<file path="src/hw/rtl/egcd_pkg.sv">
// ---------------------------------------------------------------------------
// egcd_pkg: shared types and constants for the extended gcd unit
// Datapath width, field width, sequencer states and divider control structs.
// ---------------------------------------------------------------------------
package egcd_pkg;

    localparam int WIDTH   = 32;                    // internal datapath width
    localparam int FIELD_W = 32;                    // request/response field width
    localparam int CNT_W   = $clog2(WIDTH + 1);     // divider bit counter

    typedef logic [WIDTH-1:0]   t_word;
    typedef logic [FIELD_W-1:0] t_field;

    typedef enum logic [1:0] {
        ST_IDLE,
        ST_DIV_START,
        ST_DIV_RUN,
        ST_FINISH
    } t_state;

    // request to the serial divide/multiply unit
    typedef struct packed {
        logic  start;
        t_word dividend;   // magnitude
        t_word divisor;    // magnitude, nonzero
        t_word mul_s;      // coefficient multiplied by the quotient
        t_word mul_t;
    } t_div_req;

    // status and results of the serial divide/multiply unit
    typedef struct packed {
        logic  busy;
        t_word remainder;  // magnitude
        t_word prod_s;     // quotient magnitude * mul_s, wrapped
        t_word prod_t;
    } t_div_res;

    // field -> datapath: sign extend, then keep WIDTH bits
    function automatic t_word from_field(input t_field f);
        logic [63:0] x;
        x = 64'($signed(f));
        return x[WIDTH-1:0];
    endfunction

    // datapath -> field: sign extend from WIDTH bits, then keep FIELD_W bits
    function automatic t_field to_field(input t_word v);
        logic [63:0] x;
        x = 64'($signed(v));
        return x[FIELD_W-1:0];
    endfunction

    function automatic t_word magnitude(input t_word v);
        return v[WIDTH-1] ? (~v + WIDTH'(1)) : v;
    endfunction

endpackage

</file>
<file path="src/hw/rtl/egcd_if.sv">
// ---------------------------------------------------------------------------
// egcd_if: request and response channels of the extended gcd unit
// Valid/ready handshake; a request moves when valid and ready are both high.
// ---------------------------------------------------------------------------
interface egcd_req_if;
    import egcd_pkg::*;
    logic   valid;
    logic   ready;
    t_field first_number;
    t_field second_number;

    modport source (output valid, output first_number, output second_number, input ready);
    modport sink   (input valid, input first_number, input second_number, output ready);
endinterface

interface egcd_rsp_if;
    import egcd_pkg::*;
    logic   valid;
    logic   ready;
    t_field gcd_value;
    t_field bezout_s;
    t_field bezout_t;
    t_field cofactor_t;
    t_field cofactor_s;
    logic   zero_operand;

    modport source (output valid, output gcd_value, output bezout_s, output bezout_t,
                    output cofactor_t, output cofactor_s, output zero_operand, input ready);
    modport sink   (input valid, input gcd_value, input bezout_s, input bezout_t,
                    input cofactor_t, input cofactor_s, input zero_operand, output ready);
endinterface

</file>
<file path="src/hw/rtl/egcd_divmul.sv">
// ---------------------------------------------------------------------------
// egcd_divmul: serial divider with quotient-times-coefficient accumulators
// Restoring division, one quotient bit per cycle, MSB first. Each quotient
// bit is folded into two Horner accumulators, giving q*s and q*t for free.
// ---------------------------------------------------------------------------
module egcd_divmul
    import egcd_pkg::*;
(
    input  logic     i_clk,
    input  logic     i_rst_n,
    input  t_div_req i_req,
    output t_div_res o_res
);

    logic [CNT_W-1:0] r_cnt, n_cnt;
    t_word            r_dvd, n_dvd;
    t_word            r_dvs, n_dvs;
    t_word            r_rem, n_rem;
    t_word            r_ms, n_ms;
    t_word            r_mt, n_mt;
    t_word            r_acc_s, n_acc_s;
    t_word            r_acc_t, n_acc_t;

    logic [WIDTH:0]   trial;
    logic [WIDTH:0]   diff;
    logic             q_bit;

    assign trial = {r_rem, r_dvd[WIDTH-1]};
    assign diff  = trial - {1'b0, r_dvs};
    assign q_bit = (trial >= {1'b0, r_dvs});

    always_comb begin
        n_cnt   = r_cnt;
        n_dvd   = r_dvd;
        n_dvs   = r_dvs;
        n_rem   = r_rem;
        n_ms    = r_ms;
        n_mt    = r_mt;
        n_acc_s = r_acc_s;
        n_acc_t = r_acc_t;
        if (i_req.start) begin
            n_cnt   = CNT_W'(WIDTH);
            n_dvd   = i_req.dividend;
            n_dvs   = i_req.divisor;
            n_rem   = '0;
            n_ms    = i_req.mul_s;
            n_mt    = i_req.mul_t;
            n_acc_s = '0;
            n_acc_t = '0;
        end else if (r_cnt != '0) begin
            n_cnt   = r_cnt - CNT_W'(1);
            n_dvd   = {r_dvd[WIDTH-2:0], 1'b0};
            n_rem   = q_bit ? diff[WIDTH-1:0] : trial[WIDTH-1:0];
            n_acc_s = {r_acc_s[WIDTH-2:0], 1'b0} + (q_bit ? r_ms : '0);
            n_acc_t = {r_acc_t[WIDTH-2:0], 1'b0} + (q_bit ? r_mt : '0);
        end
    end

    always_ff @(posedge i_clk) begin
        if (!i_rst_n) begin
            r_cnt <= '0;
        end else begin
            r_cnt <= n_cnt;
        end
    end

    always_ff @(posedge i_clk) begin
        r_dvd   <= n_dvd;
        r_dvs   <= n_dvs;
        r_rem   <= n_rem;
        r_ms    <= n_ms;
        r_mt    <= n_mt;
        r_acc_s <= n_acc_s;
        r_acc_t <= n_acc_t;
    end

    assign o_res.busy      = (r_cnt != '0);
    assign o_res.remainder = r_rem;
    assign o_res.prod_s    = r_acc_s;
    assign o_res.prod_t    = r_acc_t;

endmodule

</file>
<file path="src/hw/rtl/extended_gcd_unit.sv">
// ---------------------------------------------------------------------------
// extended_gcd_unit: extended Euclidean algorithm, truncating division
// Iterative sequencer around one shared serial divide/multiply unit.
// ---------------------------------------------------------------------------
// Usage:
//   i_req carries a request (first_number a, second_number b). o_rsp returns
//   one response per request: gcd_value, Bezout pair bezout_s/bezout_t with
//   s*a + t*b = gcd, the final chain coefficients cofactor_t/cofactor_s,
//   and zero_operand, set (all other fields zero) when a or b is zero.
//   i_req.ready is high only while the sequencer is idle; one request is in
//   work at a time.
// Timing:
//   Each Euclid step loads the divider, runs the restoring division in the
//   serial divider, MSB first, and then updates the remainder/coefficient
//   chain. A request runs one such step per quotient of the chain; a zero
//   operand skips the divider and goes straight to the finish state.
// Reset and stall:
//   Synchronous active-low reset returns to idle and drops o_rsp.valid.
//   The response sits in an output register; a new request is accepted
//   while it waits. If the receiver still stalls when the next result is
//   done, the sequencer holds it until the output register frees up.
// ---------------------------------------------------------------------------
module extended_gcd_unit
    import egcd_pkg::*;
(
    input  logic        i_clk,
    input  logic        i_rst_n,
    egcd_req_if.sink    i_req,
    egcd_rsp_if.source  o_rsp
);

    t_state   r_state, n_state;

    // remainder and coefficient chain
    t_word    r_old_r, n_old_r;
    t_word    r_r,     n_r;
    t_word    r_old_s, n_old_s;
    t_word    r_s,     n_s;
    t_word    r_old_t, n_old_t;
    t_word    r_t,     n_t;
    logic     r_zero,  n_zero;

    // output register
    logic     r_out_valid, n_out_valid;
    t_field   r_gcd, r_bs, r_bt, r_ct, r_cs;
    logic     r_out_zero;

    t_div_req div_req;
    t_div_res div_res;

    // sequencer controls
    logic     accept;
    logic     div_start;
    logic     step_done;
    logic     out_load;

    // step results
    logic     q_neg;
    t_word    next_rem;
    t_word    qs, qt;
    t_word    in_a, in_b;
    logic     in_zero;

    egcd_divmul u_divmul (
        .i_clk   (i_clk),
        .i_rst_n (i_rst_n),
        .i_req   (div_req),
        .o_res   (div_res)
    );

    assign in_a    = from_field(i_req.first_number);
    assign in_b    = from_field(i_req.second_number);
    assign in_zero = (in_a == '0) || (in_b == '0);

    // sign fix-up of the magnitude results: remainder follows the dividend,
    // quotient is negative when the operand signs differ
    assign q_neg    = r_old_r[WIDTH-1] ^ r_r[WIDTH-1];
    assign next_rem = r_old_r[WIDTH-1] ? (~div_res.remainder + WIDTH'(1)) : div_res.remainder;
    assign qs       = q_neg ? (~div_res.prod_s + WIDTH'(1)) : div_res.prod_s;
    assign qt       = q_neg ? (~div_res.prod_t + WIDTH'(1)) : div_res.prod_t;

    // next state
    always_comb begin
        n_state = r_state;
        case (r_state)
            ST_IDLE: begin
                if (i_req.valid) begin
                    n_state = in_zero ? ST_FINISH : ST_DIV_START;
                end
            end
            ST_DIV_START: n_state = ST_DIV_RUN;
            ST_DIV_RUN: begin
                if (!div_res.busy) begin
                    n_state = (next_rem == '0) ? ST_FINISH : ST_DIV_START;
                end
            end
            ST_FINISH: begin
                if (!r_out_valid || o_rsp.ready) begin
                    n_state = ST_IDLE;
                end
            end
            default: n_state = ST_IDLE;
        endcase
    end

    // sequencer outputs
    always_comb begin
        accept    = 1'b0;
        div_start = 1'b0;
        step_done = 1'b0;
        out_load  = 1'b0;
        case (r_state)
            ST_IDLE:      accept    = i_req.valid;
            ST_DIV_START: div_start = 1'b1;
            ST_DIV_RUN:   step_done = !div_res.busy;
            ST_FINISH:    out_load  = !r_out_valid || o_rsp.ready;
            default: ;
        endcase
    end

    assign i_req.ready = (r_state == ST_IDLE);

    always_comb begin
        div_req.start    = div_start;
        div_req.dividend = magnitude(r_old_r);
        div_req.divisor  = magnitude(r_r);
        div_req.mul_s    = r_s;
        div_req.mul_t    = r_t;
    end

    // chain update
    always_comb begin
        n_old_r = r_old_r;
        n_r     = r_r;
        n_old_s = r_old_s;
        n_s     = r_s;
        n_old_t = r_old_t;
        n_t     = r_t;
        n_zero  = r_zero;
        if (accept) begin
            n_zero = in_zero;
            if (in_zero) begin
                n_old_r = '0;
                n_r     = '0;
                n_old_s = '0;
                n_s     = '0;
                n_old_t = '0;
                n_t     = '0;
            end else begin
                n_old_r = in_a;
                n_r     = in_b;
                n_old_s = WIDTH'(1);
                n_s     = '0;
                n_old_t = '0;
                n_t     = WIDTH'(1);
            end
        end else if (step_done) begin
            n_old_r = r_r;
            n_r     = next_rem;
            n_old_s = r_s;
            n_s     = r_old_s - qs;
            n_old_t = r_t;
            n_t     = r_old_t - qt;
        end
    end

    always_comb begin
        n_out_valid = r_out_valid;
        if (out_load) begin
            n_out_valid = 1'b1;
        end else if (o_rsp.ready) begin
            n_out_valid = 1'b0;
        end
    end

    always_ff @(posedge i_clk) begin
        if (!i_rst_n) begin
            r_state     <= ST_IDLE;
            r_out_valid <= 1'b0;
        end else begin
            r_state     <= n_state;
            r_out_valid <= n_out_valid;
        end
    end

    always_ff @(posedge i_clk) begin
        r_old_r <= n_old_r;
        r_r     <= n_r;
        r_old_s <= n_old_s;
        r_s     <= n_s;
        r_old_t <= n_old_t;
        r_t     <= n_t;
        r_zero  <= n_zero;
        if (out_load) begin
            r_gcd      <= to_field(r_old_r);
            r_bs       <= to_field(r_old_s);
            r_bt       <= to_field(r_old_t);
            r_ct       <= to_field(r_t);
            r_cs       <= to_field(r_s);
            r_out_zero <= r_zero;
        end
    end

    assign o_rsp.valid        = r_out_valid;
    assign o_rsp.gcd_value    = r_gcd;
    assign o_rsp.bezout_s     = r_bs;
    assign o_rsp.bezout_t     = r_bt;
    assign o_rsp.cofactor_t   = r_ct;
    assign o_rsp.cofactor_s   = r_cs;
    assign o_rsp.zero_operand = r_out_zero;

endmodule

</file>
<file path="src/flat_wrapper.sv">
// flat-port wrapper written by rule: the top's interface ports become plain ports
module extended_gcd_unit_flat import egcd_pkg::*;
  (i_clk, i_rst_n, i_req_valid, i_req_first_number, i_req_second_number, i_req_ready, o_rsp_valid, o_rsp_gcd_value, o_rsp_bezout_s, o_rsp_bezout_t, o_rsp_cofactor_t, o_rsp_cofactor_s, o_rsp_zero_operand, o_rsp_ready);
  egcd_req_if i_req_i ();
  egcd_rsp_if o_rsp_i ();
  input  logic i_clk;
  input  logic i_rst_n;
  input wire logic [$bits(i_req_i.valid)-1:0] i_req_valid;
  input wire logic [$bits(i_req_i.first_number)-1:0] i_req_first_number;
  input wire logic [$bits(i_req_i.second_number)-1:0] i_req_second_number;
  output wire logic [$bits(i_req_i.ready)-1:0] i_req_ready;
  output wire logic [$bits(o_rsp_i.valid)-1:0] o_rsp_valid;
  output wire logic [$bits(o_rsp_i.gcd_value)-1:0] o_rsp_gcd_value;
  output wire logic [$bits(o_rsp_i.bezout_s)-1:0] o_rsp_bezout_s;
  output wire logic [$bits(o_rsp_i.bezout_t)-1:0] o_rsp_bezout_t;
  output wire logic [$bits(o_rsp_i.cofactor_t)-1:0] o_rsp_cofactor_t;
  output wire logic [$bits(o_rsp_i.cofactor_s)-1:0] o_rsp_cofactor_s;
  output wire logic [$bits(o_rsp_i.zero_operand)-1:0] o_rsp_zero_operand;
  input wire logic [$bits(o_rsp_i.ready)-1:0] o_rsp_ready;
  assign i_req_i.valid = i_req_valid;
  assign i_req_i.first_number = i_req_first_number;
  assign i_req_i.second_number = i_req_second_number;
  assign i_req_ready = i_req_i.ready;
  assign o_rsp_valid = o_rsp_i.valid;
  assign o_rsp_gcd_value = o_rsp_i.gcd_value;
  assign o_rsp_bezout_s = o_rsp_i.bezout_s;
  assign o_rsp_bezout_t = o_rsp_i.bezout_t;
  assign o_rsp_cofactor_t = o_rsp_i.cofactor_t;
  assign o_rsp_cofactor_s = o_rsp_i.cofactor_s;
  assign o_rsp_zero_operand = o_rsp_i.zero_operand;
  assign o_rsp_i.ready = o_rsp_ready;
  extended_gcd_unit u_core (.i_clk(i_clk), .i_rst_n(i_rst_n), .i_req(i_req_i), .o_rsp(o_rsp_i));
endmodule
</file>
<file path="config.mk">
export PLATFORM = sky130hd
export DESIGN_NAME = extended_gcd_unit_flat
export DESIGN_NICKNAME = d
export VERILOG_FILES = /design/src/hw/rtl/egcd_pkg.sv /design/src/hw/rtl/egcd_if.sv /design/src/hw/rtl/egcd_divmul.sv /design/src/hw/rtl/extended_gcd_unit.sv /design/src/flat_wrapper.sv
export SDC_FILE = /design/constraint.sdc
export NUM_CORES = 1
export LEC_CHECK = 0
export BUFFER_PORTS_ARGS = -buffer_cell sky130_fd_sc_hd__buf_2
export CORE_MARGIN = 2
export CORE_UTILIZATION = 37
export DETAILED_ROUTE_END_ITERATION = 7
export PLACE_DENSITY = 0.61
export SETUP_SLACK_MARGIN = 0.3
export SYNTH_ARGS = -nofsm -noshare
export SYNTH_HDL_FRONTEND = slang
export SYNTH_SLANG_ARGS = --single-unit
</file>
<file path="constraint.sdc">
create_clock -name i_clk -period 28 [get_ports i_clk]
set_input_delay 7 -clock i_clk [delete_from_list [all_inputs] [get_ports i_clk]]
set_output_delay 7 -clock i_clk [all_outputs]
set_load 0.03 [all_outputs]
</file>
==> out/qor.csv <==
metric;value;unit
most frequent cells in the layout;nand2_1 (462), edfxtp_1 (418), o21ai_0 (240);
die area;0.0881;mm2
worst slew pin tran;1.11;ns
Sw Share;43.4;%
CTS root buf;clkbuf_16;
Max Clock Skew;0.0415;ns
Initial Util;37.3;%
H-tree Lvls;3;
FF-to-FF Start;u_core.u_divmul.r_rem[1];
reg-to-reg setup timing slack;20.90;ns
DP HPWL;59800;um
Port Buffers;230;
GRT overflow;0;
Setup crit end;u_core.r_old_r[10];
GP Congestion;0.875;
worst vdd ir;77.3;uV
commonest non-fill, non-tap cell in the layout;nand2_1;
worst r2r path cells;22;
vias per cell;5.37;
crit start category;input port;
PnR worst setup slack;18.77;ns
sequential share of power;30.7;%
min-delay worst type;flip-flop to flip-flop;
CTS tree;built;
Leakage;14.5;nW
# rows;107;
dpl ws;18.07;ns
Total Routing Usage GR;19.2;%
fin util;42.8;%
Num CTS Buffers;69;
Avg Synthesized Cell Area;10.1;um2
clock sinks;587;
RR Endpoint;u_core.u_divmul.r_acc_s[25];
Post-Synthesis Cell Area;0.0317;mm2
nets;3571;
register area share after synthesis;50.2;%
vias in the first global route;23500;
Synth top area share;39.6;%
CTS Hold Bufs;0;
crit path time final;9.23;ns
I/O pin cnt;231;
P_int;2.88;mW
die width;297;um
Die H;297;um
global-route wire length before repair;135000;um
endpoints failing setup;0;
initial antenna violation count;3;
Core Area;0.0850;mm2
post-CTS setup buffers;0;
Setup crit end kind;flip-flop;
RSZ-0062 raised after global routing;false;
DRT iter0 DRCs;2163;
Syn Inst Count;3155;
clk slew on worst S/H paths;0.06;ns
Rel. slew slack;26.1;%
crit path launch;i_req_valid;
leading area contributor after synthesis;edfxtp_1;
DRT antenna net count;0;
DRC;0;
Post-Place Cells;4410;
design area;0.0364;mm2
Cell variety after synth;84;
Top FF cell, synth;edfxtp_1;
yosys warns;0;
Finished Layout Cells;4538;
worst path arrival time;9.48;ns
detailed-route via count;24400;
clock tree buffer depth;3;
drt first pass iters;5;
period utilization;33.0;%
Setup CP Type;input port to flip-flop;
Area after DPL;0.0340;mm2
MaxCap Viol Count;0;
Async SR Flop Fraction;0;%
DRT Wirelength;86800;um
Area Overhead vs Synth;14.7;%
#FFs+latches synth;587;
DR WL/cell;19.1;um
Max Freq;0.108;GHz
share of post-route cells with drive strength above 1;12.0;%
largest net degree at the start of global routing;92;
syn nets;3389;
status;finished clean;
Gate power share;50.8;%
Psw;2.21;mW
Power Dens Cells;140;mW/mm2
Final Hold Fails;0;
Max Slew Vio Count;0;
Resize count post-CTS;0;
Worst-Skew Late Latency;0.64;ns
Setup TNS;0;ns
clock share of power;18.4;%
ranking of synthesized cells by area;edfxtp_1 (40%), dfxtp_1 (11%), ha_1 (6.4%);
worst path required time;28.25;ns
Critical Path Fanout Max;74;
Post-synth EDFFs;418;
## worst min path at each step
stage                              start                          end  slack [ns]  cells after the start
final                     u_core.r_s[31]  u_core.o_rsp.cofactor_s[31]        0.45                      0
after floorplan            u_core.r_zero    u_core.o_rsp.zero_operand        0.40                      0
after global placement     u_core.r_zero    u_core.o_rsp.zero_operand        0.42                      0
after detailed placement   u_core.r_zero    u_core.o_rsp.zero_operand        0.42                      0
after global routing      u_core.r_s[31]  u_core.o_rsp.cofactor_s[31]        0.45                      0
after CTS                  u_core.r_zero    u_core.o_rsp.zero_operand        0.45                      0
## Yosys cell counts, drive strengths merged (26+ instances only)
cell type / instances
ha: 161
a31oi: 30
nor3: 59
nand2: 465
a21o: 80
o22ai: 34
o21ai: 246
mux2i: 30
nor4: 29
a211oi: 37
a21oi: 184
dfxtp: 169
inv: 88
and2: 100
clkbuf: 124
nor2: 154
edfxtp: 418
o31ai: 44
xnor2: 134
o21a: 27
xor2: 128
nand3: 78
nand4: 26
or3: 40
nor2b: 28
nand2b: 31
## sequential cells by signal (all words and copies together) (netlist names), 2 cells and up
name                     count
u_core.u_divmul.r_mt        32
u_core.u_divmul.r_acc_t     32
u_core.r_s                  32
u_core.u_divmul.r_rem       32
u_core.u_divmul.r_dvd       32
u_core.r_state               2
u_core.o_rsp.cofactor_s     32
u_core.o_rsp.bezout_s       32
u_core.u_divmul.r_acc_s     32
u_core.r_old_r              32
u_core.u_divmul.r_cnt        6
u_core.u_divmul.r_ms        32
u_core.r_old_t              32
u_core.o_rsp.bezout_t       32
u_core.r_t                  32
u_core.o_rsp.gcd_value      32
u_core.o_rsp.cofactor_t     32
u_core.u_divmul.r_dvs       32
u_core.r_old_s              32
u_core.r_r                  32
## area by class of cell
class,instances,area (um2)
Tap cell,1144,1430
Sequential cell,587,15900
Fill cell,8170,48600
Multi-Input combinational cell,2341,15000
Clock buffer,80,1800
Clock inverter,46,556
Timing Repair Buffer,250,1300
Inverter,88,338
Antenna cell,2,5.00
## logic make-up (layout without fill, tap and decap cells)
| logic type | Yosys count | count (layout) | share of synthesized area, % |
|---|---|---|---|
| flip-flops | 587 | 587 | 50.2 |
| buffers and inverters | 227 | 464 | 2.75 |
| adder cells (fa/ha/maj) | 166 | 166 | 6.67 |
| AND/OR/NAND/NOR | 1080 | 1080 | 16.3 |
| XOR/XNOR | 262 | 262 | 7.23 |
| other | 0 | 2 | 0 |
| multiplexers | 31 | 31 | 0.982 |
| AO/OA/AOI/OAI | 802 | 802 | 15.8 |
## power groups by stage
stage	Clock [mW]	Combinational, mW	Sequential [mW]
2_1_floorplan	0	2.00	1.49
3_3_place_gp	0	2.53	1.58
3_5_place_dp	0	2.56	1.58
4_1_cts	0.958	2.58	1.56
5_1_grt	0.992	2.89	1.60
6_report	0.939	2.59	1.57
## layer usage
| metal | GRT usage, % | up-vias | part of all wire, % |
|---|---|---|---|
| met3 | 3.25 | 123 | 6.1 |
| met1 | 26.8 | 11700 | 46 |
| met5 | 0 | - | 0.083 |
| met4 | 5.79 | 4 | 2.3 |
| li1 | - | 11900 | - |
| met2 | 30.5 | 728 | 45 |
## metrics by stage
step	power [mW]	hold WS (ns)
2_1_floorplan	3.49	0.400
3_3_place_gp	4.10	0.418
3_5_place_dp	4.13	0.417
4_1_cts	5.10	0.447
5_1_grt	5.48	0.455
6_report	5.09	0.451
## worst max-delay path, stage by stage
cell,delay (ns)
buf_2,0.11
nand2_4,0.42
nand2_4,0.88
buf_4,0.90
Note: power is estimated with default switching activity, not from simulation.
